==> config.mk <==
export PLATFORM = sky130hd
export DESIGN_NAME = single_typo_word_matcher_flat
export DESIGN_NICKNAME = d
export VERILOG_FILES = /design/src/hdl/stm_pkg.sv /design/src/hdl/stm_if.sv /design/src/hdl/stm_front.sv /design/src/hdl/stm_fifo.sv /design/src/hdl/stm_back.sv /design/src/hdl/single_typo_word_matcher.sv /design/src/flat_wrapper.sv
export SDC_FILE = /design/constraint.sdc
export NUM_CORES = 1
export LEC_CHECK = 0
export BUFFER_PORTS_ARGS = -buffer_cell sky130_fd_sc_hd__buf_4
export CORE_MARGIN = 2
export CORE_UTILIZATION = 50
export CTS_BUF_LIST = sky130_fd_sc_hd__clkbuf_4 sky130_fd_sc_hd__clkbuf_8
export DETAILED_ROUTE_END_ITERATION = 8
export GPL_TIMING_DRIVEN = 0
export PLACE_DENSITY = 0.73
export SETUP_SLACK_MARGIN = 0.2
export SYNTH_ARGS = -nofsm -noshare
export SYNTH_HDL_FRONTEND = slang
export SYNTH_SLANG_ARGS = --single-unit
==> constraint.sdc <==
create_clock -name clk -period 12.3 [get_ports clk]
set_clock_uncertainty 0.1 [all_clocks]
set_input_delay 0.615 -clock clk [delete_from_list [all_inputs] [get_ports clk]]
set_output_delay 0.615 -clock clk [all_outputs]
set_load 0.05 [all_outputs]
==> src/hdl/stm_pkg.sv <==
// ---------------------------------------------------------------------------
// stm_pkg - shared definitions for the single typo word matcher
// Sizes, beat kinds and the beat passed from the front end to the back end.
// ---------------------------------------------------------------------------
package stm_pkg;

    localparam int MAX_LEN    = 32;
    localparam int INDEX_BITS = 16;

    localparam int LEN_W      = $clog2(MAX_LEN + 1);
    localparam int ADDR_W     = (MAX_LEN > 1) ? $clog2(MAX_LEN) : 1;
    localparam int CHAR_W     = 8;
    localparam int NUM_W      = 16;
    localparam int FCI_W      = 17;
    localparam int VERDICT_W  = 3;

    localparam int DATA_W     = 32;
    localparam int PADDR_W    = 3;

    localparam int FIFO_DEPTH = 4;
    localparam int FIFO_AW    = $clog2(FIFO_DEPTH);

    typedef enum logic
    {
        KIND_REF_START,
        KIND_CAND
    } kind_t;

    typedef struct packed
    {
        kind_t             kind;
        logic              first;
        logic              last;
        logic              eff;
        logic [CHAR_W-1:0] t;
        logic [CHAR_W-1:0] rm;
        logic [CHAR_W-1:0] r0;
        logic [CHAR_W-1:0] rp;
        logic              in0;
        logic              inp;
        logic              inm;
        logic              len_eq;
        logic              ref_longer;
        logic              cand_longer;
        logic              ovf;
    } beat_t;

endpackage

==> src/hdl/stm_if.sv <==
// ---------------------------------------------------------------------------
// stm_if - valid/ready channels of the single typo word matcher
// Input channel carries one character beat, output channel one verdict beat.
// ---------------------------------------------------------------------------
interface stm_in_if;
    import stm_pkg::*;

    logic              valid;
    logic              ready;
    logic              req_type;
    logic [CHAR_W-1:0] char_code;
    logic              char_valid;
    logic              word_last;

    modport source
    (
        output valid, req_type, char_code, char_valid, word_last,
        input  ready
    );

    modport sink
    (
        input  valid, req_type, char_code, char_valid, word_last,
        output ready
    );
endinterface

interface stm_out_if;
    import stm_pkg::*;

    logic                    valid;
    logic                    ready;
    logic [VERDICT_W-1:0]    verdict;
    logic [NUM_W-1:0]        candidate_number;
    logic                    is_close;
    logic signed [FCI_W-1:0] first_close_index;
    logic                    length_overflow;

    modport source
    (
        output valid, verdict, candidate_number, is_close, first_close_index,
               length_overflow,
        input  ready
    );

    modport sink
    (
        input  valid, verdict, candidate_number, is_close, first_close_index,
               length_overflow,
        output ready
    );
endinterface

==> src/hdl/stm_front.sv <==
// ---------------------------------------------------------------------------
// stm_front - input front end
// Folds case, tracks word boundaries and lengths, stores the reference word
// and fetches the reference neighbors of each candidate character.
// ---------------------------------------------------------------------------
module stm_front
(
    input  logic           clk,
    input  logic           rst_n,
    stm_in_if.sink         in_ch,
    input  logic           truncate_to_reference,
    output stm_pkg::beat_t beat,
    output logic           beat_valid,
    input  logic           beat_ready
);
    import stm_pkg::*;

    localparam logic REQ_REF = 1'b0;
    localparam logic [LEN_W-1:0] MAX_LEN_L = LEN_W'(MAX_LEN);
    localparam logic [LEN_W:0]   MAX_LEN_X = (LEN_W + 1)'(MAX_LEN);

    typedef struct packed
    {
        kind_t             kind;
        logic              first;
        logic              last;
        logic              eff;
        logic              adv;
        logic              first_pos;
        logic [CHAR_W-1:0] t;
        logic              in0;
        logic              inp;
        logic              inm;
        logic              len_eq;
        logic              ref_longer;
        logic              cand_longer;
        logic              ovf;
    } stage_t;

    function automatic logic [CHAR_W-1:0] fold(input logic [CHAR_W-1:0] c);
        logic [CHAR_W-1:0] v;
        v = c;
        if (c >= 8'h41 && c <= 8'h5A)
        begin
            v = c + 8'h20;
        end
        return v;
    endfunction

    logic [CHAR_W-1:0] ref_mem [MAX_LEN];
    logic [CHAR_W-1:0] rd_reg;

    stage_t            stg_reg, stg_next;
    logic              stg_valid_reg, stg_valid_next;
    logic              ref_open_reg, ref_open_next;
    logic              cand_open_reg, cand_open_next;
    logic              ref_ovf_reg, ref_ovf_next;
    logic              cand_ovf_reg, cand_ovf_next;
    logic [LEN_W-1:0]  ref_len_reg, ref_len_next;
    logic [LEN_W-1:0]  cand_len_reg, cand_len_next;
    logic [CHAR_W-1:0] ref0_reg, ref0_next;
    logic [CHAR_W-1:0] win0_reg, winm_reg;

    logic              accept;
    logic              push;
    logic [CHAR_W-1:0] ch;
    logic              wr_en, rd_en;
    logic [ADDR_W-1:0] wr_addr, rd_addr;
    logic [LEN_W-1:0]  ref_base;
    logic [LEN_W-1:0]  cand_pos;
    logic [LEN_W:0]    pos_inc;
    logic              stored;
    logic [LEN_W-1:0]  cand_len_new;
    logic [LEN_W-1:0]  lt_cut;
    logic              in0;
    logic [CHAR_W-1:0] r_cur;

    assign ch          = fold(in_ch.char_code);
    assign in_ch.ready = !stg_valid_reg || beat_ready;
    assign accept      = in_ch.valid && in_ch.ready;
    assign push        = stg_valid_reg && beat_ready;

    assign ref_base     = ref_open_reg ? ref_len_reg : '0;
    assign cand_pos     = cand_open_reg ? cand_len_reg : '0;
    assign pos_inc      = {1'b0, cand_pos} + (LEN_W + 1)'(1);
    assign stored       = in_ch.char_valid && (cand_pos < MAX_LEN_L);
    assign cand_len_new = cand_pos + LEN_W'(stored);
    assign lt_cut       = (truncate_to_reference && cand_len_new > ref_len_reg) ?
                          ref_len_reg : cand_len_new;
    assign in0          = cand_pos < ref_len_reg;

    always_comb
    begin
        stg_next       = stg_reg;
        stg_valid_next = stg_valid_reg && !push;
        ref_open_next  = ref_open_reg;
        cand_open_next = cand_open_reg;
        ref_ovf_next   = ref_ovf_reg;
        cand_ovf_next  = cand_ovf_reg;
        ref_len_next   = ref_len_reg;
        cand_len_next  = cand_len_reg;
        ref0_next      = ref0_reg;
        wr_en          = 1'b0;
        wr_addr        = ref_base[ADDR_W-1:0];
        rd_en          = 1'b0;
        rd_addr        = pos_inc[ADDR_W-1:0];

        if (accept)
        begin
            if (in_ch.req_type == REQ_REF)
            begin
                cand_open_next = 1'b0;
                ref_open_next  = !in_ch.word_last;
                ref_ovf_next   = ref_open_reg && ref_ovf_reg;
                ref_len_next   = ref_base;
                if (in_ch.char_valid)
                begin
                    if (ref_base < MAX_LEN_L)
                    begin
                        wr_en        = 1'b1;
                        ref_len_next = ref_base + LEN_W'(1);
                        if (ref_base == '0)
                        begin
                            ref0_next = ch;
                        end
                    end
                    else
                    begin
                        ref_ovf_next = 1'b1;
                    end
                end
                stg_next       = '0;
                stg_next.kind  = KIND_REF_START;
                stg_valid_next = !ref_open_reg;
            end
            else
            begin
                ref_open_next  = 1'b0;
                cand_open_next = !in_ch.word_last;
                cand_len_next  = cand_len_new;
                cand_ovf_next  = (cand_open_reg && cand_ovf_reg) ||
                                 (in_ch.char_valid && !stored);
                rd_en          = stored && (pos_inc < MAX_LEN_X);

                stg_next.kind        = KIND_CAND;
                stg_next.first       = !cand_open_reg;
                stg_next.last        = in_ch.word_last;
                stg_next.adv         = stored;
                stg_next.eff         = stored && !(truncate_to_reference && !in0);
                stg_next.first_pos   = cand_pos == '0;
                stg_next.t           = ch;
                stg_next.in0         = in0;
                stg_next.inp         = pos_inc < {1'b0, ref_len_reg};
                stg_next.inm         = (cand_pos != '0) && (cand_pos <= ref_len_reg);
                stg_next.len_eq      = lt_cut == ref_len_reg;
                stg_next.ref_longer  = ({1'b0, lt_cut} + (LEN_W + 1)'(1)) ==
                                       {1'b0, ref_len_reg};
                stg_next.cand_longer = {1'b0, lt_cut} ==
                                       ({1'b0, ref_len_reg} + (LEN_W + 1)'(1));
                stg_next.ovf         = ref_ovf_reg || cand_ovf_next;
                stg_valid_next       = 1'b1;
            end
        end
    end

    assign r_cur = stg_reg.first_pos ? ref0_reg : win0_reg;

    always_comb
    begin
        beat.kind        = stg_reg.kind;
        beat.first       = stg_reg.first;
        beat.last        = stg_reg.last;
        beat.eff         = stg_reg.eff;
        beat.t           = stg_reg.t;
        beat.rm          = winm_reg;
        beat.r0          = r_cur;
        beat.rp          = rd_reg;
        beat.in0         = stg_reg.in0;
        beat.inp         = stg_reg.inp;
        beat.inm         = stg_reg.inm;
        beat.len_eq      = stg_reg.len_eq;
        beat.ref_longer  = stg_reg.ref_longer;
        beat.cand_longer = stg_reg.cand_longer;
        beat.ovf         = stg_reg.ovf;
    end

    assign beat_valid = stg_valid_reg;

    always_ff @(posedge clk or negedge rst_n)
    begin
        if (!rst_n)
        begin
            stg_valid_reg <= 1'b0;
            ref_open_reg  <= 1'b0;
            cand_open_reg <= 1'b0;
            ref_ovf_reg   <= 1'b0;
            cand_ovf_reg  <= 1'b0;
            ref_len_reg   <= '0;
            cand_len_reg  <= '0;
        end
        else
        begin
            stg_valid_reg <= stg_valid_next;
            ref_open_reg  <= ref_open_next;
            cand_open_reg <= cand_open_next;
            ref_ovf_reg   <= ref_ovf_next;
            cand_ovf_reg  <= cand_ovf_next;
            ref_len_reg   <= ref_len_next;
            cand_len_reg  <= cand_len_next;
        end
    end

    always_ff @(posedge clk)
    begin
        stg_reg  <= stg_next;
        ref0_reg <= ref0_next;
        if (push && stg_reg.kind == KIND_CAND && stg_reg.adv)
        begin
            winm_reg <= r_cur;
            win0_reg <= rd_reg;
        end
    end

    // reference store: one write port, one registered read port
    always_ff @(posedge clk)
    begin
        if (wr_en)
        begin
            ref_mem[wr_addr] <= ch;
        end
        if (rd_en)
        begin
            rd_reg <= ref_mem[rd_addr];
        end
    end

endmodule

==> src/hdl/stm_fifo.sv <==
// ---------------------------------------------------------------------------
// stm_fifo - beat queue between front end and back end
// Small synchronous FIFO so either side can stall on its own.
// ---------------------------------------------------------------------------
module stm_fifo
(
    input  logic           clk,
    input  logic           rst_n,
    input  stm_pkg::beat_t push_beat,
    input  logic           push_valid,
    output logic           push_ready,
    output stm_pkg::beat_t pop_beat,
    output logic           pop_valid,
    input  logic           pop_ready
);
    import stm_pkg::*;

    localparam logic [FIFO_AW:0] DEPTH_L = (FIFO_AW + 1)'(FIFO_DEPTH);

    beat_t              entry [FIFO_DEPTH];
    logic [FIFO_AW-1:0] wr_ptr_reg, wr_ptr_next;
    logic [FIFO_AW-1:0] rd_ptr_reg, rd_ptr_next;
    logic [FIFO_AW:0]   count_reg, count_next;
    logic               do_push, do_pop;

    assign push_ready = count_reg != DEPTH_L;
    assign pop_valid  = count_reg != '0;
    assign do_push    = push_valid && push_ready;
    assign do_pop     = pop_valid && pop_ready;
    assign pop_beat   = entry[rd_ptr_reg];

    always_comb
    begin
        wr_ptr_next = wr_ptr_reg;
        rd_ptr_next = rd_ptr_reg;
        count_next  = count_reg;
        if (do_push)
        begin
            wr_ptr_next = (wr_ptr_reg == FIFO_AW'(FIFO_DEPTH - 1)) ? '0 :
                          wr_ptr_reg + FIFO_AW'(1);
        end
        if (do_pop)
        begin
            rd_ptr_next = (rd_ptr_reg == FIFO_AW'(FIFO_DEPTH - 1)) ? '0 :
                          rd_ptr_reg + FIFO_AW'(1);
        end
        if (do_push && !do_pop)
        begin
            count_next = count_reg + (FIFO_AW + 1)'(1);
        end
        else if (do_pop && !do_push)
        begin
            count_next = count_reg - (FIFO_AW + 1)'(1);
        end
    end

    always_ff @(posedge clk or negedge rst_n)
    begin
        if (!rst_n)
        begin
            wr_ptr_reg <= '0;
            rd_ptr_reg <= '0;
            count_reg  <= '0;
        end
        else
        begin
            wr_ptr_reg <= wr_ptr_next;
            rd_ptr_reg <= rd_ptr_next;
            count_reg  <= count_next;
        end
    end

    always_ff @(posedge clk)
    begin
        if (do_push)
        begin
            entry[wr_ptr_reg] <= push_beat;
        end
    end

endmodule

==> src/hdl/stm_back.sv <==
// ---------------------------------------------------------------------------
// stm_back - comparison back end
// Compares each candidate character on three reference diagonals, tracks
// the first mismatch and classifies the word at its last beat.
// ---------------------------------------------------------------------------
module stm_back
(
    input  logic           clk,
    input  logic           rst_n,
    input  stm_pkg::beat_t beat,
    input  logic           beat_valid,
    output logic           beat_ready,
    stm_out_if.source      out_ch
);
    import stm_pkg::*;

    typedef enum logic [VERDICT_W-1:0]
    {
        V_EXACT,
        V_TRANSPOSE,
        V_SUBST,
        V_EXTRA,
        V_MISSING,
        V_FAR
    } verdict_t;

    logic                    mis_reg, mis_next;
    logic                    just_reg, just_next;
    logic                    sub_ok_reg, sub_ok_next;
    logic                    ext_ok_reg, ext_ok_next;
    logic                    miss_ok_reg, miss_ok_next;
    logic                    trans_ok_reg, trans_ok_next;
    logic [INDEX_BITS-1:0]   cnt_reg, cnt_next;
    logic                    fc_valid_reg, fc_valid_next;
    logic [INDEX_BITS-1:0]   fc_reg, fc_next;

    logic                    out_valid_reg, out_valid_next;
    verdict_t                verdict_reg, verdict_next;
    logic [NUM_W-1:0]        num_reg, num_next;
    logic                    close_reg, close_next;
    logic signed [FCI_W-1:0] fci_reg, fci_next;
    logic                    ovf_reg, ovf_next;

    logic                    take;
    logic                    mis_b, just_b, sub_b, ext_b, miss_b, trans_b;
    logic                    e0, ep, em, mism, first_mis;

    assign beat_ready = !out_valid_reg || out_ch.ready;
    assign take       = beat_valid && beat_ready;

    assign mis_b   = beat.first ? 1'b0 : mis_reg;
    assign just_b  = beat.first ? 1'b0 : just_reg;
    assign sub_b   = beat.first ? 1'b1 : sub_ok_reg;
    assign ext_b   = beat.first ? 1'b1 : ext_ok_reg;
    assign miss_b  = beat.first ? 1'b1 : miss_ok_reg;
    assign trans_b = beat.first ? 1'b1 : trans_ok_reg;

    assign e0        = beat.in0 && (beat.t == beat.r0);
    assign ep        = beat.inp && (beat.t == beat.rp);
    assign em        = beat.inm && (beat.t == beat.rm);
    assign mism      = !e0;
    assign first_mis = !mis_b && mism;

    always_comb
    begin
        mis_next      = mis_b;
        just_next     = just_b;
        sub_ok_next   = sub_b;
        ext_ok_next   = ext_b;
        miss_ok_next  = miss_b;
        trans_ok_next = trans_b;
        if (beat.eff)
        begin
            mis_next      = mis_b || mism;
            just_next     = first_mis;
            sub_ok_next   = sub_b && !(mis_b && mism);
            ext_ok_next   = ext_b && !((mis_b || mism) && !ep);
            miss_ok_next  = miss_b && !(mis_b && !em);
            trans_ok_next = trans_b && !(first_mis && !ep) && !(just_b && !em) &&
                            !(mis_b && !just_b && mism);
        end
    end

    always_comb
    begin
        if (!mis_next && beat.len_eq)
        begin
            verdict_next = V_EXACT;
        end
        else if (beat.len_eq && trans_ok_next && !just_next)
        begin
            verdict_next = V_TRANSPOSE;
        end
        else if (beat.len_eq && sub_ok_next)
        begin
            verdict_next = V_SUBST;
        end
        else if (beat.ref_longer && ext_ok_next)
        begin
            verdict_next = V_EXTRA;
        end
        else if (beat.cand_longer && miss_ok_next)
        begin
            verdict_next = V_MISSING;
        end
        else
        begin
            verdict_next = V_FAR;
        end
    end

    always_comb
    begin
        cnt_next       = cnt_reg;
        fc_valid_next  = fc_valid_reg;
        fc_next        = fc_reg;
        out_valid_next = out_valid_reg && !out_ch.ready;
        close_next     = verdict_next != V_FAR;
        num_next       = NUM_W'(cnt_reg);
        ovf_next       = beat.ovf;
        if (close_next && !fc_valid_reg)
        begin
            fc_next = cnt_reg;
        end
        fci_next = (fc_valid_reg || close_next) ? FCI_W'(fc_next) : '1;

        if (take)
        begin
            case (beat.kind)
                KIND_REF_START:
                begin
                    cnt_next      = '0;
                    fc_valid_next = 1'b0;
                end
                KIND_CAND:
                begin
                    if (beat.last)
                    begin
                        out_valid_next = 1'b1;
                        cnt_next       = cnt_reg + INDEX_BITS'(1);
                        fc_valid_next  = fc_valid_reg || close_next;
                    end
                end
                default:
                begin
                    cnt_next = cnt_reg;
                end
            endcase
        end
    end

    always_ff @(posedge clk or negedge rst_n)
    begin
        if (!rst_n)
        begin
            out_valid_reg <= 1'b0;
            cnt_reg       <= '0;
            fc_valid_reg  <= 1'b0;
            mis_reg       <= 1'b0;
            just_reg      <= 1'b0;
            sub_ok_reg    <= 1'b1;
            ext_ok_reg    <= 1'b1;
            miss_ok_reg   <= 1'b1;
            trans_ok_reg  <= 1'b1;
        end
        else
        begin
            out_valid_reg <= out_valid_next;
            cnt_reg       <= cnt_next;
            fc_valid_reg  <= fc_valid_next;
            if (take && beat.kind == KIND_CAND)
            begin
                mis_reg      <= mis_next;
                just_reg     <= just_next;
                sub_ok_reg   <= sub_ok_next;
                ext_ok_reg   <= ext_ok_next;
                miss_ok_reg  <= miss_ok_next;
                trans_ok_reg <= trans_ok_next;
            end
        end
    end

    always_ff @(posedge clk)
    begin
        fc_reg <= fc_next;
        if (take && beat.kind == KIND_CAND && beat.last)
        begin
            verdict_reg <= verdict_next;
            num_reg     <= num_next;
            close_reg   <= close_next;
            fci_reg     <= fci_next;
            ovf_reg     <= ovf_next;
        end
    end

    assign out_ch.valid             = out_valid_reg;
    assign out_ch.verdict           = verdict_reg;
    assign out_ch.candidate_number  = num_reg;
    assign out_ch.is_close          = close_reg;
    assign out_ch.first_close_index = fci_reg;
    assign out_ch.length_overflow   = ovf_reg;

endmodule

==> src/hdl/single_typo_word_matcher.sv <==
// ---------------------------------------------------------------------------
// single_typo_word_matcher - top level
// Loads a reference word and grades each candidate word against it as exact,
// transposed, substituted, one extra, one missing or far; holds the APB
// configuration register.
// ---------------------------------------------------------------------------
// The block takes one character beat per clock on in_ch, reference and
// candidate characters alike, with no gap between words. Each candidate
// character is compared against the reference characters at the same
// position and its two neighbors; the reference store has one write and
// one registered read port, and the read of the next neighbor is issued
// as the character is accepted. Beats pass the front-end stage register,
// a four-deep beat queue and, for verdicts, an output register; the queue
// separates the input side from the verdict side, so a stalled output
// only holds the input once it is full. Register 0 (truncate_to_reference,
// bit 0, reset 1) is written over APB at byte address 0; the user must
// write it only while no word is in flight; the block does not enforce it.
module single_typo_word_matcher
(
    input  logic                          clk,
    input  logic                          rst_n,
    stm_in_if.sink                        in_ch,
    stm_out_if.source                     out_ch,
    input  logic                          psel,
    input  logic                          penable,
    input  logic                          pwrite,
    input  logic [stm_pkg::PADDR_W-1:0]   paddr,
    input  logic [stm_pkg::DATA_W-1:0]    pwdata,
    output logic [stm_pkg::DATA_W-1:0]    prdata,
    output logic                          pready
);
    import stm_pkg::*;

    localparam logic [PADDR_W-3:0] REG_TRUNC = '0;

    logic              trunc_reg, trunc_next;
    logic              cfg_write;
    logic [PADDR_W-3:0] reg_idx;

    beat_t             front_beat, back_beat;
    logic              front_valid, front_ready;
    logic              back_valid, back_ready;

    assign pready    = 1'b1;
    assign reg_idx   = paddr[PADDR_W-1:2];
    assign cfg_write = psel && penable && pwrite && pready;

    always_comb
    begin
        trunc_next = trunc_reg;
        if (cfg_write && reg_idx == REG_TRUNC)
        begin
            trunc_next = pwdata[0];
        end
        prdata = '0;
        if (reg_idx == REG_TRUNC)
        begin
            prdata = DATA_W'(trunc_reg);
        end
    end

    always_ff @(posedge clk or negedge rst_n)
    begin
        if (!rst_n)
        begin
            trunc_reg <= 1'b1;
        end
        else
        begin
            trunc_reg <= trunc_next;
        end
    end

    stm_front u_front
    (
        .clk                   (clk),
        .rst_n                 (rst_n),
        .in_ch                 (in_ch),
        .truncate_to_reference (trunc_reg),
        .beat                  (front_beat),
        .beat_valid            (front_valid),
        .beat_ready            (front_ready)
    );

    stm_fifo u_fifo
    (
        .clk        (clk),
        .rst_n      (rst_n),
        .push_beat  (front_beat),
        .push_valid (front_valid),
        .push_ready (front_ready),
        .pop_beat   (back_beat),
        .pop_valid  (back_valid),
        .pop_ready  (back_ready)
    );

    stm_back u_back
    (
        .clk        (clk),
        .rst_n      (rst_n),
        .beat       (back_beat),
        .beat_valid (back_valid),
        .beat_ready (back_ready),
        .out_ch     (out_ch)
    );

endmodule

==> src/flat_wrapper.sv <==
// flat-port wrapper written by rule: the top's interface ports become plain ports
module single_typo_word_matcher_flat import stm_pkg::*;
  (clk, rst_n, psel, penable, pwrite, paddr, pwdata, prdata, pready, in_ch_valid, in_ch_req_type, in_ch_char_code, in_ch_char_valid, in_ch_word_last, in_ch_ready, out_ch_valid, out_ch_verdict, out_ch_candidate_number, out_ch_is_close, out_ch_first_close_index, out_ch_length_overflow, out_ch_ready);
  stm_in_if in_ch_i ();
  stm_out_if out_ch_i ();
  input  logic clk;
  input  logic rst_n;
  input  logic psel;
  input  logic penable;
  input  logic pwrite;
  input  logic [stm_pkg::PADDR_W-1:0] paddr;
  input  logic [stm_pkg::DATA_W-1:0] pwdata;
  output logic [stm_pkg::DATA_W-1:0] prdata;
  output logic pready;
  input wire logic [$bits(in_ch_i.valid)-1:0] in_ch_valid;
  input wire logic [$bits(in_ch_i.req_type)-1:0] in_ch_req_type;
  input wire logic [$bits(in_ch_i.char_code)-1:0] in_ch_char_code;
  input wire logic [$bits(in_ch_i.char_valid)-1:0] in_ch_char_valid;
  input wire logic [$bits(in_ch_i.word_last)-1:0] in_ch_word_last;
  output wire logic [$bits(in_ch_i.ready)-1:0] in_ch_ready;
  output wire logic [$bits(out_ch_i.valid)-1:0] out_ch_valid;
  output wire logic [$bits(out_ch_i.verdict)-1:0] out_ch_verdict;
  output wire logic [$bits(out_ch_i.candidate_number)-1:0] out_ch_candidate_number;
  output wire logic [$bits(out_ch_i.is_close)-1:0] out_ch_is_close;
  output wire logic [$bits(out_ch_i.first_close_index)-1:0] out_ch_first_close_index;
  output wire logic [$bits(out_ch_i.length_overflow)-1:0] out_ch_length_overflow;
  input wire logic [$bits(out_ch_i.ready)-1:0] out_ch_ready;
  assign in_ch_i.valid = in_ch_valid;
  assign in_ch_i.req_type = in_ch_req_type;
  assign in_ch_i.char_code = in_ch_char_code;
  assign in_ch_i.char_valid = in_ch_char_valid;
  assign in_ch_i.word_last = in_ch_word_last;
  assign in_ch_ready = in_ch_i.ready;
  assign out_ch_valid = out_ch_i.valid;
  assign out_ch_verdict = out_ch_i.verdict;
  assign out_ch_candidate_number = out_ch_i.candidate_number;
  assign out_ch_is_close = out_ch_i.is_close;
  assign out_ch_first_close_index = out_ch_i.first_close_index;
  assign out_ch_length_overflow = out_ch_i.length_overflow;
  assign out_ch_i.ready = out_ch_ready;
  single_typo_word_matcher u_core (.clk(clk), .rst_n(rst_n), .in_ch(in_ch_i), .out_ch(out_ch_i), .psel(psel), .penable(penable), .pwrite(pwrite), .paddr(paddr), .pwdata(pwdata), .prdata(prdata), .pready(pready));
endmodule
==> key figures, run 1 <==
Place
  – Number of buffer cells added on primary ports: 60
  – Final weighted congestion in routability-driven placement: 0.882
  – HPWL after detailed placement: 31.4 mm
  – Cell total after placement: 2157
  – Cell area reported after detailed placement: 25500 um^2

STA
  – Final Hold Vio Count: 0
  – Final count of negative-setup-slack endpoints: 0
  – Share of the clock period used by the worst path: approximately 45%
  – Max Slew Vio Count: 0
  – Min Hold Slack: 0.0753 ns
  – Fmax: around 0.18 GHz
  – Worst slew margin relative to its limit: about 6.4%
  – RSZ-0062 raised after global routing: no
  – Actual slew at the worst max-slew pin: 1.40 ns
  – Setup total negative slack: 0 ns
  – Post-route minimum period: between 5 and 6 ns

Logic synthesis
  – Dominant combinational cell family by area after synthesis: multiplexers
  – Mux cell area share after synthesis: 12.1%
  – Synthesized instance count: ~1400
  – Number of flops mapped to enable cells by yosys: 519
  – Post-synthesis sequential area ratio: 71.1%
  – Fraction of synthesized cell area in xor and xnor cells: roughly 1.7%
  – Total standard cell area after synthesis: 24100 um^2
  – Area share of the largest cell type after synthesis: between 60% and 70%
  – Post-synthesis simple-gate area fraction: 6.93%
  – Synth Warn #: 0
  – Compound-gate portion of the synthesized area: 3.60%
  – Flop and latch count out of synthesis: 584
  – Cell types occupying the most area after synthesis: sky130_fd_sc_hd__edfxtp_1 (65%), sky130_fd_sc_hd__mux4_2 (10%), sky130_fd_sc_hd__dfrtp_1 (4.6%)
  – Most frequent cells after synthesis: sky130_fd_sc_hd__edfxtp_1 (519), sky130_fd_sc_hd__nand2_1 (154), sky130_fd_sc_hd__mux4_2 (107), sky130_fd_sc_hd__nor2_1 (64), sky130_fd_sc_hd__nand3_1 (60)
  – Synth async-reset ratio: approximately 8.4%
  – Mean area per synthesized cell: approximately 17 um^2
  – Most frequent cell after synthesis: sky130_fd_sc_hd__edfxtp_1
  – Cell type contributing the most total cell area after synthesis: sky130_fd_sc_hd__edfxtp_1
  – Post-synth top flop: sky130_fd_sc_hd__edfxtp_1
  – Adder-Cell Fraction of Synth Area: 1.95%
  – Cell variety after synth: 67

Floorplanning
  – Vert. Die Dim: 224 um
  – CORE AREA: 47600 um^2
  – Initial cell density of the core: approximately half
  – IO Pins: 126
  – Die X: 224 um
  – Floorplan die area: approximately 50000 um^2
  – Placement Rows: 80

Clock tree
  – CTS resizes: 0
  – Total clock sinks: 584
  – Total number of H-tree levels: 3
  – Root Buffer: sky130_fd_sc_hd__clkbuf_8
  – Total of hold buffers inserted after clock tree synthesis: 2
  – CTS tree: yes
  – # Post-CTS Setup Buffers: 0
  – Clock latency on the worst-skew pair: about 0.68 ns
  – Clock buffers created by TritonCTS: 91
  – Buffers from clock root to sink, at most: 3
  – Clock-pin slew of the registers on the worst-case setup and hold paths: roughly 0.060 ns

Worst setup path
  – Startpoint types: flop
  – CP endpoint kind: flop
  – Critical path, cell by cell: clkbuf_1, nand2_1, and2_1, ha_1, ha_1, xor2_1, inv_1, ha_1, o21a_1, o21a_1, o21a_1, o21a_1, o21ai_1, mux2_2, ha_1, xor2_1, a211oi_1, nand4_1, a31oi_1
  – Master of the slowest instance on the critical path: sky130_fd_sc_hd__o21ai_1
  – Setup slack, reg-to-reg: 6.80 ns
  – Buf+Inv Stages, Crit Path: 2
  – Reg-to-reg endpoint: u_core.u_front.beat[2]
  – Cell family contributing the most delay on the critical path: compound AO/OA/AOI/OAI gates
  – Critical Path Max Stage Delay: 0.48 ns
  – Highest net fanout along the worst path: 10
  – Signal arrival time at the worst endpoint: 5.91 ns
  – Launching point of the worst reg2reg path: u_core.u_front.cand_open_reg
  – R2r worst-path depth: 19
  – WS Path Type: reg2reg
  – WP data required: 12.70 ns

Detailed routing
  – Routed wirelength normalized by instance count: a little over 20 um
  – Detailed Routing Iterations Pass 1: 5
  – Via/cell ratio: 5.60
  – DRC violations left: 0
  – Overall via count from detail_route: 13000
  – Number of nets with antenna violations after routing: 0
  – Initial DRC Count: 1038
  – Total wirelength of the detailed-routed design: 48.2 mm

Finish
  – Layout cells sized above 1: a little under a quarter
  – Flip-flop count of the largest register, all copies and words added: between 200 and 300
  – Relative area change from synthesis to final layout: 13.4%
  – Final design instance area without fill: 27300 um^2
  – Number of inserted diodes: 0
  – Final net count: between 1500 and 2000
  – Post-Layout Cell Count: 2322
  – Largest register by flop count: u_core.u_front.ref_mem

Min path
  – Hold Path Sink: u_core.trunc_reg
  – Min-Delay Path Depth: 2
  – Class of the most critical hold timing path: in2reg
  – Hold path start: pwdata[0]

Pwr
  – Power share of the combinational group: 27.6%
  – Switching power of the nets: 1.80 mW
  – Clk pwr share: between 20 and 30%
  – Power after layout: 5.72 mW
  – Proportion of power drawn by flip-flops and latches: about 45%
  – Total leakage power: 9.74 nW
  – IR Drop Worst-Case VDD: 128 uV
  – Net Sw Frac: 31.5%
  – Pwr per Cell Area: 209 nW/um^2
  – Internal power: 3.92 mW

GRT
  – Number of global-route vias before repair: 13300
  – Global-route wire length before repair: 74.4 mm
  – Number of antenna violations at the first check in global routing: 0
  – Remaining global-route overflow: 0
  – GR Util All Layers: 19.6%
  – Largest net degree at the start of global routing: 50

Run status
  – Result of the run: complete, no violations

Flow run
  – Number of maximum-capacitance violations: 0
## metal layers
layer	up-vias	track usage, %	wire (um)	share of wire (%)
met5	-	0	0	0
met4	0	7.98	1630	3.4
met3	114	4.38	2800	5.8
met2	449	33.3	24300	50
met1	6517	24.6	19500	40
li1	5919	-	-	-
## power groups by stage
stage	Clock (mW)	Sequential [mW]	Combinational (mW)
floorplan	0	2.80	0.943
global placement	0	2.61	1.54
detailed placement	0	2.61	1.59
CTS	1.60	2.57	1.60
global route	1.68	2.59	1.71
finish	1.57	2.57	1.58
## how the worst max path moves through the flow
stage	slack, ns	cells after the start	startpoint	end
2_1_floorplan	7.70	19	u_core.u_front.cand_open_reg	u_core.u_front.beat[2]
3_3_place_gp	6.95	19	u_core.u_front.cand_open_reg	u_core.u_front.beat[2]
3_5_place_dp	6.90	19	u_core.u_front.cand_open_reg	u_core.u_front.beat[2]
4_1_cts	6.88	19	u_core.u_front.cand_open_reg	u_core.u_front.beat[2]
5_1_grt	6.41	19	u_core.u_front.cand_open_reg	u_core.u_front.beat[2]
6_report	6.80	19	u_core.u_front.cand_open_reg	u_core.u_front.beat[2]
## placed cells by master, fill, tap and decap left out, types with 4 or more instances in the layout
cell type,instances
sky130_fd_sc_hd__a21o_1,5
sky130_fd_sc_hd__a21oi_1,23
sky130_fd_sc_hd__a31oi_1,6
sky130_fd_sc_hd__and2_1,18
sky130_fd_sc_hd__and2_2,4
sky130_fd_sc_hd__and3_1,14
sky130_fd_sc_hd__buf_1,7
sky130_fd_sc_hd__buf_12,5
sky130_fd_sc_hd__buf_2,7
sky130_fd_sc_hd__buf_4,94
sky130_fd_sc_hd__buf_6,4
sky130_fd_sc_hd__clkbuf_1,31
sky130_fd_sc_hd__clkbuf_4,33
sky130_fd_sc_hd__clkbuf_8,94
sky130_fd_sc_hd__clkinv_1,20
sky130_fd_sc_hd__clkinv_2,12
sky130_fd_sc_hd__conb_1,32
sky130_fd_sc_hd__dfrtp_1,44
sky130_fd_sc_hd__dfstp_2,5
sky130_fd_sc_hd__dfxtp_1,16
sky130_fd_sc_hd__edfxtp_1,519
sky130_fd_sc_hd__ha_1,36
sky130_fd_sc_hd__inv_1,33
sky130_fd_sc_hd__mux2_1,16
sky130_fd_sc_hd__mux2_2,13
sky130_fd_sc_hd__mux2i_1,17
sky130_fd_sc_hd__mux4_2,107
sky130_fd_sc_hd__nand2_1,154
sky130_fd_sc_hd__nand2b_1,5
sky130_fd_sc_hd__nand3_1,60
sky130_fd_sc_hd__nand4_1,13
sky130_fd_sc_hd__nor2_1,64
sky130_fd_sc_hd__nor2b_1,5
sky130_fd_sc_hd__nor3_1,7
sky130_fd_sc_hd__nor4_1,5
sky130_fd_sc_hd__o21a_1,13
sky130_fd_sc_hd__o21ai_0,54
sky130_fd_sc_hd__o31ai_1,5
sky130_fd_sc_hd__xnor2_1,32
sky130_fd_sc_hd__xor2_1,16
## logic make-up (layout without fill, tap and decap cells)
group,count (synthesis),in the layout
AOI/OAI and AO/OA,138,138
xor gates and xnor gates,48,48
adders and majority gates,37,37
buffers and inverters,121,351
DFF,584,584
muxes,153,153
other,2,32
and+or+nand+nor,364,364
## per-stage QoR
stage | setup WS [ns] | utilization [%]
finish | 6.80 | 57.4
global route | 6.41 | 57.4
CTS | 6.88 | 57.4
detailed placement | 6.90 | 53.6
global placement | 6.95 | 53.4
floorplan | 7.70 | -
## area by class of cell
| type | count | area (um^2) |
|---|---|---|
| clock buffers | 127 | 1540 |
| clock inverters | 36 | 225 |
| well taps | 615 | 769 |
| flip-flops and latches | 584 | 17100 |
| inverters | 37 | 139 |
| fillers | 3620 | 20300 |
| repair buffers | 67 | 571 |
| multi-input cells | 772 | 6460 |
| plain buffers | 84 | 483 |
Note: power is estimated with default switching activity, not from simulation.
==> run 2, diff against run 1 <==
- PLACE_DENSITY: 0.73 -> 0.76
- clock period: 12.3 -> 4.6 ns (I/O delays scaled with it)
==> run 2 against run 1 <==
Setup slack lost 6.5 ns. Die area unchanged. Via count increased by 1.4%. Critical path type unchanged. Combinational power increased to 2.7 times the previous value. Non-clock buffer count is 19 higher. Critical path depth down 1. Total power grew to 2.7 times the previous value. Wire length about the same. First-iteration DRC count up 4.5%. Final area is 1.3% higher. Largest power group unchanged.
==> key figures, run 2 (synthesis gave the netlist of run 1 again) <==
Run status
  – Result of the run: complete, no violations

Worst setup path
  – Critical path, cell by cell: clkbuf_8, nand2_4, and2_4, ha_2, ha_4, ha_1, nor2b_1, o21a_1, o21a_1, o21a_1, o21a_1, o21ai_4, mux2_2, ha_1, xor2_1, a211oi_2, nand4_1, a31oi_2
  – Reg-to-reg endpoint: u_core.u_front.beat[2]
  – Most repeated library cell on the critical path: sky130_fd_sc_hd__o21a_1
  – Master of the slowest instance on the critical path: sky130_fd_sc_hd__dfrtp_1
  – Signal arrival time at the worst endpoint: around 4.7 ns
  – WP data required: roughly 5 ns
  – Highest net fanout along the worst path: 10
  – CP endpoint kind: flop
  – Startpoint types: flop
  – Critical Path Max Stage Delay: between 0.3 and 0.4 ns
  – Launching point of the worst reg2reg path: u_core.u_front.cand_open_reg
  – R2r worst-path depth: 18
  – WS Path Type: reg2reg
  – Setup slack, reg-to-reg: 0.32 ns

Place
  – Final weighted congestion in routability-driven placement: 0.877
  – HPWL after detailed placement: 31.3 mm
  – Number of buffer cells added on primary ports: 60
  – Placement Setup Slack: -0.452 ns

GRT
  – Number of global-route vias before repair: 13300
  – Global-route wire length before repair: ~74 mm
  – Largest net degree at the start of global routing: 50
  – Number of antenna violations at the first check in global routing: 0
  – Remaining global-route overflow: 0
  – GR Util All Layers: 19.5%

Detailed routing
  – Detailed Routing Iterations Pass 1: 6
  – Number of nets with antenna violations after routing: 0
  – DRC violations left: 0
  – Routed wirelength normalized by instance count: 20.6 um
  – Overall via count from detail_route: around 13000
  – Total wirelength of the detailed-routed design: roughly 48 mm
  – Initial DRC Count: about 1100
  – Via/cell ratio: ~5.6

Clock tree
  – Total number of H-tree levels: 3
  – Clock buffers created by TritonCTS: 90
  – Total clock sinks: 584
  – Root Buffer: sky130_fd_sc_hd__clkbuf_8
  – Buffers from clock root to sink, at most: 3
  – Clock-pin slew of the registers on the worst-case setup and hold paths: 0.07 ns
  – Clock latency on the worst-skew pair: around 0.68 ns
  – CTS tree: yes

STA
  – Share of the clock period used by the worst path: between 90% and 100%
  – Worst slew margin relative to its limit: around 7.7%
  – Min Hold Slack: about 0.037 ns
  – Final Hold Vio Count: 0
  – Max Slew Vio Count: 0
  – Actual slew at the worst max-slew pin: 1.38 ns
  – Fmax: 0.234 GHz
  – Final count of negative-setup-slack endpoints: 0
  – Post-route minimum period: 4.28 ns
  – RSZ-0062 raised after global routing: yes
  – Final WS setup: 0.318 ns

Pwr
  – IR Drop Worst-Case VDD: 386 uV
  – Total leakage power: ~10 nW
  – Pwr per Cell Area: 559 nW/um^2

Finish
  – Flip-flop and latch area: 17100 um^2
  – Largest register by flop count: u_core.u_front.ref_mem
  – Commonest cells after routing, fill and taps aside: sky130_fd_sc_hd__edfxtp_1 (519), sky130_fd_sc_hd__nand2_1 (153), sky130_fd_sc_hd__mux4_2 (107), sky130_fd_sc_hd__buf_4 (100), sky130_fd_sc_hd__clkbuf_8 (92)
  – Final net count: 1745
  – Number of inserted diodes: 0
  – Fill cell instance count of the final layout: 3529
  – Most common cell after layout, fill and taps aside: sky130_fd_sc_hd__edfxtp_1
  – Combined area of the multi-input logic cells: 6580 um^2
  – Flip-flop count of the largest register, all copies and words added: between 200 and 300
  – Relative area change from synthesis to final layout: 14.9%
  – Layout cells sized above 1: 23.8%

Floorplanning
  – IO Pins: 126
  – Vert. Die Dim: 224 um
  – Placement Rows: 80
  – Floorplan die area: between 40000 and 50000 um^2
  – CORE AREA: 47600 um^2
  – Die X: 224 um
  – Initial cell density of the core: 50.6%

Min path
  – Class of the most critical hold timing path: in2async

Flow run
  – Number of maximum-capacitance violations: 0
==> run 2: cell types whose count changed in the layout (fill, tap and decap cells not counted), sizes merged <==
| cell | previous run | this run |
|---|---|---|
| clkinvlp | 1 | 2 |
| buf | 117 | 122 |
| clkbuf | 159 | 158 |
| dlygate4sd3 | 2 | 15 |
| bufinv | 1 | 4 |
| clkinv | 34 | 33 |
==> run 2: worst max-delay path: cells and delay by family (launching register included) <==
| kind | cells | cell delay (ns) |
|---|---|---|
| AOI/OAI and AO/OA | 7 | 1.33 |
| DFF | 1 | 0.38 |
| xor gates and xnor gates | 1 | 0.17 |
| buffers and inverters | 1 | 0.18 |
| and+or+nand+nor | 4 | 0.51 |
| muxes | 1 | 0.35 |
| adders and majority gates | 4 | 1.09 |
==> run 2: metal layers <==
layer	vias to the layer above	global-route usage [%]	wire, um
met4	0	7.66	1600
met3	119	3.93	3100
met2	518	32.7	24300
met1	6597	25.1	19200
met5	-	0	0
li1	5953	-	-
==> run 2: area by class of cell <==
type                    instances  area share, %
flip-flops and latches        584           61.9
plain buffers                  84           1.78
repair buffers                 86           2.72
clock buffers                 125           5.44
clock inverters                39           1.13
multi-input cells             772           23.8
inverters                      37          0.502
well taps                     615           2.78
==> run 2: worst max path at each step <==
stage	from	to	cells past startpoint
5_1_grt	u_core.u_front.cand_open_reg	u_core.u_front.beat[2]	19
3_3_place_gp	u_core.u_front.cand_open_reg	u_core.u_front.beat[2]	18
6_report	u_core.u_front.cand_open_reg	u_core.u_front.beat[2]	18
2_1_floorplan	u_core.u_front.cand_open_reg	u_core.u_front.beat[2]	19
4_1_cts	u_core.u_front.cand_open_reg	u_core.u_front.beat[2]	19
3_5_place_dp	u_core.u_front.cand_open_reg	u_core.u_front.beat[2]	18
==> run 2: through the flow <==
stage | utilization [%] | setup TNS, ns | std cells | instance area [um^2] | power [mW]
final | 58.1 | 0 | 2342 | 27700 | 15.5
after floorplan | - | 0 | 1477 | 24200 | 10.0
after detailed placement | 53.6 | -0.452 | 2157 | 25600 | 11.3
after CTS | 58.0 | 0 | 2340 | 27600 | 15.6
after global routing | 58.1 | 0 | 2342 | 27700 | 16.1
after global placement | 53.4 | -9.37 | 2152 | 25400 | 11.1
==> run 2: where the power goes <==
| group | switching (mW) | total [mW] | internal [mW] |
|---|---|---|---|
| logic | 2.64 | 4.29 | 1.65 |
| registers | 0.245 | 6.87 | 6.63 |
| clock network | 1.96 | 4.32 | 2.36 |
==> run 2: what timing repair did <==
item,4_1_cts,5_1_grt
gates cloned,0,0
hold endpoints to repair,236,0
endpoints found under the setup margin,2,10
buffers inserted,4,2
pin swaps,3,3
gates resized for setup,11,8
hold buffers,15,0
==> run 3, diff against run 2 <==
- ABC_AREA: unset -> 1
==> run 3 against run 2 <==
Count of clock-buffer cells in the layout up 2. Wire length up 25%. Via count up 30%. Final cell count up 30%. Clock power down 0.9%. Sequential power up 1%. Combinational power up 32%. Worst hold slack better by 0.046 ns. Final area up 3.2%. Maximum frequency up 2.0%. Sequential share of layout area down 1.9 points. Critical path type unchanged. Critical endpoint unchanged. Largest power group unchanged. Highest routed layer unchanged.
==> key figures, run 3 <==
Run status
  – Result of the run: complete, no violations

Finish
  – Flip-flop and latch area: 17100 um^2
  – Number of inserted diodes: 0
  – Flip-flop count of the largest register, all copies and words added: 256
  – Relative area change from synthesis to final layout: 14.7%
  – Combined area of the multi-input logic cells: a little under 7000 um^2
  – Final net count: 2399
  – Largest register by flop count: u_core.u_front.ref_mem
  – Fill cell instance count of the final layout: between 3000 and 4000
  – Post-Layout Cell Count: 3036
  – Commonest cells after routing, fill and taps aside: sky130_fd_sc_hd__edfxtp_1 (519), sky130_fd_sc_hd__nand2_1 (417), sky130_fd_sc_hd__nor2_1 (230), sky130_fd_sc_hd__o21ai_0 (175), sky130_fd_sc_hd__nand3_1 (136)
  – Final design instance area without fill: around 29000 um^2
  – Layout cells sized above 1: 15.7%
  – Final design utilization: 58.2%
  – Most common cell after layout, fill and taps aside: sky130_fd_sc_hd__edfxtp_1

Flow run
  – Number of maximum-capacitance violations: 0

STA
  – Worst slew margin relative to its limit: 10.4%
  – Setup total negative slack: 0 ns
  – Final WS setup: 0.404 ns
  – Actual slew at the worst max-slew pin: between 1 and 1.5 ns
  – Min Hold Slack: 0.0827 ns
  – Fmax: 0.238 GHz
  – Share of the clock period used by the worst path: 91.2%
  – Final count of negative-setup-slack endpoints: 0
  – Post-route minimum period: approximately 4.2 ns
  – RSZ-0062 raised after global routing: no
  – Final Hold Vio Count: 0
  – Max Slew Vio Count: 0

GRT
  – Global-route wire length before repair: 91.1 mm
  – Number of global-route vias before repair: between 15000 and 20000
  – GR Util All Layers: 23.2%
  – Largest net degree at the start of global routing: 50
  – Number of antenna violations at the first check in global routing: 0
  – Remaining global-route overflow: 0

Floorplanning
  – CORE AREA: 49100 um^2
  – Vert. Die Dim: 227 um
  – Initial cell density of the core: just over 50%
  – Placement Rows: 81
  – Floorplan die area: 51600 um^2
  – IO Pins: 126
  – Die X: 227 um

Pwr
  – Net Sw Frac: a little over a third
  – Clk pwr share: 25.3%
  – Proportion of power drawn by flip-flops and latches: about two fifths
  – IR Drop Worst-Case VDD: 396 uV
  – Power share of the combinational group: between 30% and 40%
  – Switching power of the nets: 6.12 mW
  – Pwr per Cell Area: ~600 nW/um^2
  – Power after layout: 16.9 mW
  – Total leakage power: 10.9 nW
  – Internal power: 10.8 mW

Detailed routing
  – Detailed Routing Iterations Pass 1: 6
  – Initial DRC Count: 2055
  – Routed wirelength normalized by instance count: 19.8 um
  – Number of nets with antenna violations after routing: 0
  – Overall via count from detail_route: 17100
  – DRC violations left: 0
  – Via/cell ratio: 5.63
  – Total wirelength of the detailed-routed design: 60.2 mm

Logic synthesis
  – Total standard cell area after synthesis: ~25000 um^2
  – Synth Warn #: 0
  – Number of flops mapped to enable cells by yosys: 519
  – Cell types occupying the most area after synthesis: sky130_fd_sc_hd__edfxtp_1 (63%), sky130_fd_sc_hd__nand2_1 (6.3%), sky130_fd_sc_hd__dfrtp_1 (4.4%)
  – Mean area per synthesized cell: about 12 um^2
  – Most frequent cells after synthesis: sky130_fd_sc_hd__edfxtp_1 (519), sky130_fd_sc_hd__nand2_1 (421), sky130_fd_sc_hd__nor2_1 (236), sky130_fd_sc_hd__o21ai_0 (177), sky130_fd_sc_hd__nand3_1 (138)
  – Synthesized instance count: 2098
  – Post-synthesis sequential area ratio: between 60% and 70%
  – Flop and latch count out of synthesis: approximately 600
  – Cell variety after synth: 55
  – Post-synth top flop: sky130_fd_sc_hd__edfxtp_1
  – Most frequent cell after synthesis: sky130_fd_sc_hd__edfxtp_1
  – Cell type contributing the most total cell area after synthesis: sky130_fd_sc_hd__edfxtp_1
  – Area share of the largest cell type after synthesis: 62.6%
  – Synth async-reset ratio: 8.39%

Min path
  – Class of the most critical hold timing path: in2async

Place
  – Number of buffer cells added on primary ports: 60
  – Final weighted congestion in routability-driven placement: between 0.9 and 1
  – HPWL after detailed placement: around 39 mm
  – Placement Setup Slack: -0.889 ns
  – Cell total after placement: around 2900
  – Cell area reported after detailed placement: 26400 um^2

Clock tree
  – Total number of H-tree levels: 3
  – Total clock sinks: 584
  – Buffers from clock root to sink, at most: 3
  – Clock latency on the worst-skew pair: 0.65 ns
  – Clock-pin slew of the registers on the worst-case setup and hold paths: approximately 0.060 ns
  – Clock buffers created by TritonCTS: 87
  – Root Buffer: sky130_fd_sc_hd__clkbuf_8
  – CTS tree: yes

Worst setup path
  – WP data required: slightly below 5 ns
  – Signal arrival time at the worst endpoint: 4.56 ns
  – WS Path Type: reg2reg
  – Launching point of the worst reg2reg path: u_core.u_front.cand_open_reg
  – Highest net fanout along the worst path: 12
  – CP endpoint kind: flop
  – R2r worst-path depth: 24
  – Setup slack, reg-to-reg: 0.40 ns
  – Reg-to-reg endpoint: u_core.u_front.beat[2]
  – Startpoint types: flop
-- run 3: per-layer routing --
layer  vias to the layer above  routed length [um]  track usage (%)
met1                      8184               22900             29.3
met4                         0                2520             9.91
met3                       214                5400             4.71
met2                       889               29400             39.2
li1                       7812                   -                -
met5                         -                   0                0
-- run 3: final cells by class --
cell class	count	share of cell area [%]
Multi-Input combinational cell	1302	24.0
Clock buffer	127	5.35
Clock inverter	25	0.788
Buffer	124	2.68
Timing Repair Buffer	92	2.77
Tap cell	664	2.91
Sequential cell	584	60.0
Inverter	118	1.55
-- run 3: what timing repair did --
item                                    in CTS  in global routing
resized for setup                           21                 16
hold buffers                                19                  0
endpoints found under the setup margin       9                  4
pin swaps                                    5                  5
setup buffers                                4                  3
endpoints found under the hold margin      236                  0
-- run 3: worst max-delay path by stage --
stage,start,to,slack [ns],cells past startpoint
after floorplan,u_core.u_front.cand_open_reg,u_core.u_front.beat[2],0.34,24
after global placement,u_core.u_front.cand_open_reg,u_core.u_front.beat[2],-0.68,24
after detailed placement,u_core.u_front.cand_open_reg,u_core.u_front.beat[2],-0.89,24
after CTS,u_core.u_front.cand_open_reg,u_core.u_front.beat[2],0.19,24
after global routing,u_core.u_front.cand_open_reg,u_core.u_front.beat[2],0.15,25
final,u_core.u_front.cand_open_reg,u_core.u_front.beat[2],0.40,24
-- run 3: cell families (layout without fill, tap and decap cells) --
group / count (synthesis) / count (layout) / synth area share [%]
DFF: 584 / 584 / 68.8
other: 2 / 32 / 0.0302
AOI/OAI and AO/OA: 326 / 326 / 8.06
xor gates and xnor gates: 35 / 35 / 1.23
muxes: 8 / 8 / 0.362
and+or+nand+nor: 864 / 864 / 14.9
adders and majority gates: 37 / 37 / 1.89
buffers and inverters: 242 / 486 / 4.70
-- run 3: power by group through the flow --
stage	registers, mW	clock network [mW]	logic (mW)
2_1_floorplan	7.58	0	3.36
3_3_place_gp	7.06	0	5.30
3_5_place_dp	7.04	0	5.51
4_1_cts	6.95	4.32	5.60
5_1_grt	7.01	4.55	6.17
6_report	6.95	4.28	5.67
-- run 3: worst max-delay path, cell delays in order, from the launching register on --
cell,delay (ns)
sky130_fd_sc_hd__dfrtp_1,0.35
sky130_fd_sc_hd__buf_6,0.15
sky130_fd_sc_hd__nand2_8,0.08
sky130_fd_sc_hd__inv_2,0.10
sky130_fd_sc_hd__buf_8,0.14
sky130_fd_sc_hd__buf_8,0.15
sky130_fd_sc_hd__ha_2,0.19
sky130_fd_sc_hd__ha_2,0.20
sky130_fd_sc_hd__nand3_2,0.10
sky130_fd_sc_hd__xor2_2,0.18
sky130_fd_sc_hd__inv_1,0.06
sky130_fd_sc_hd__ha_1,0.27
sky130_fd_sc_hd__nand2_1,0.08
sky130_fd_sc_hd__nor2_2,0.14
sky130_fd_sc_hd__o21ai_0,0.10
sky130_fd_sc_hd__o211ai_1,0.10
sky130_fd_sc_hd__nand3_2,0.14
sky130_fd_sc_hd__buf_8,0.17
sky130_fd_sc_hd__o21ai_4,0.13
sky130_fd_sc_hd__inv_1,0.08
sky130_fd_sc_hd__ha_1,0.31
sky130_fd_sc_hd__xor2_1,0.17
sky130_fd_sc_hd__nor3_1,0.23
sky130_fd_sc_hd__o2111ai_1,0.15
sky130_fd_sc_hd__nor3_1,0.15
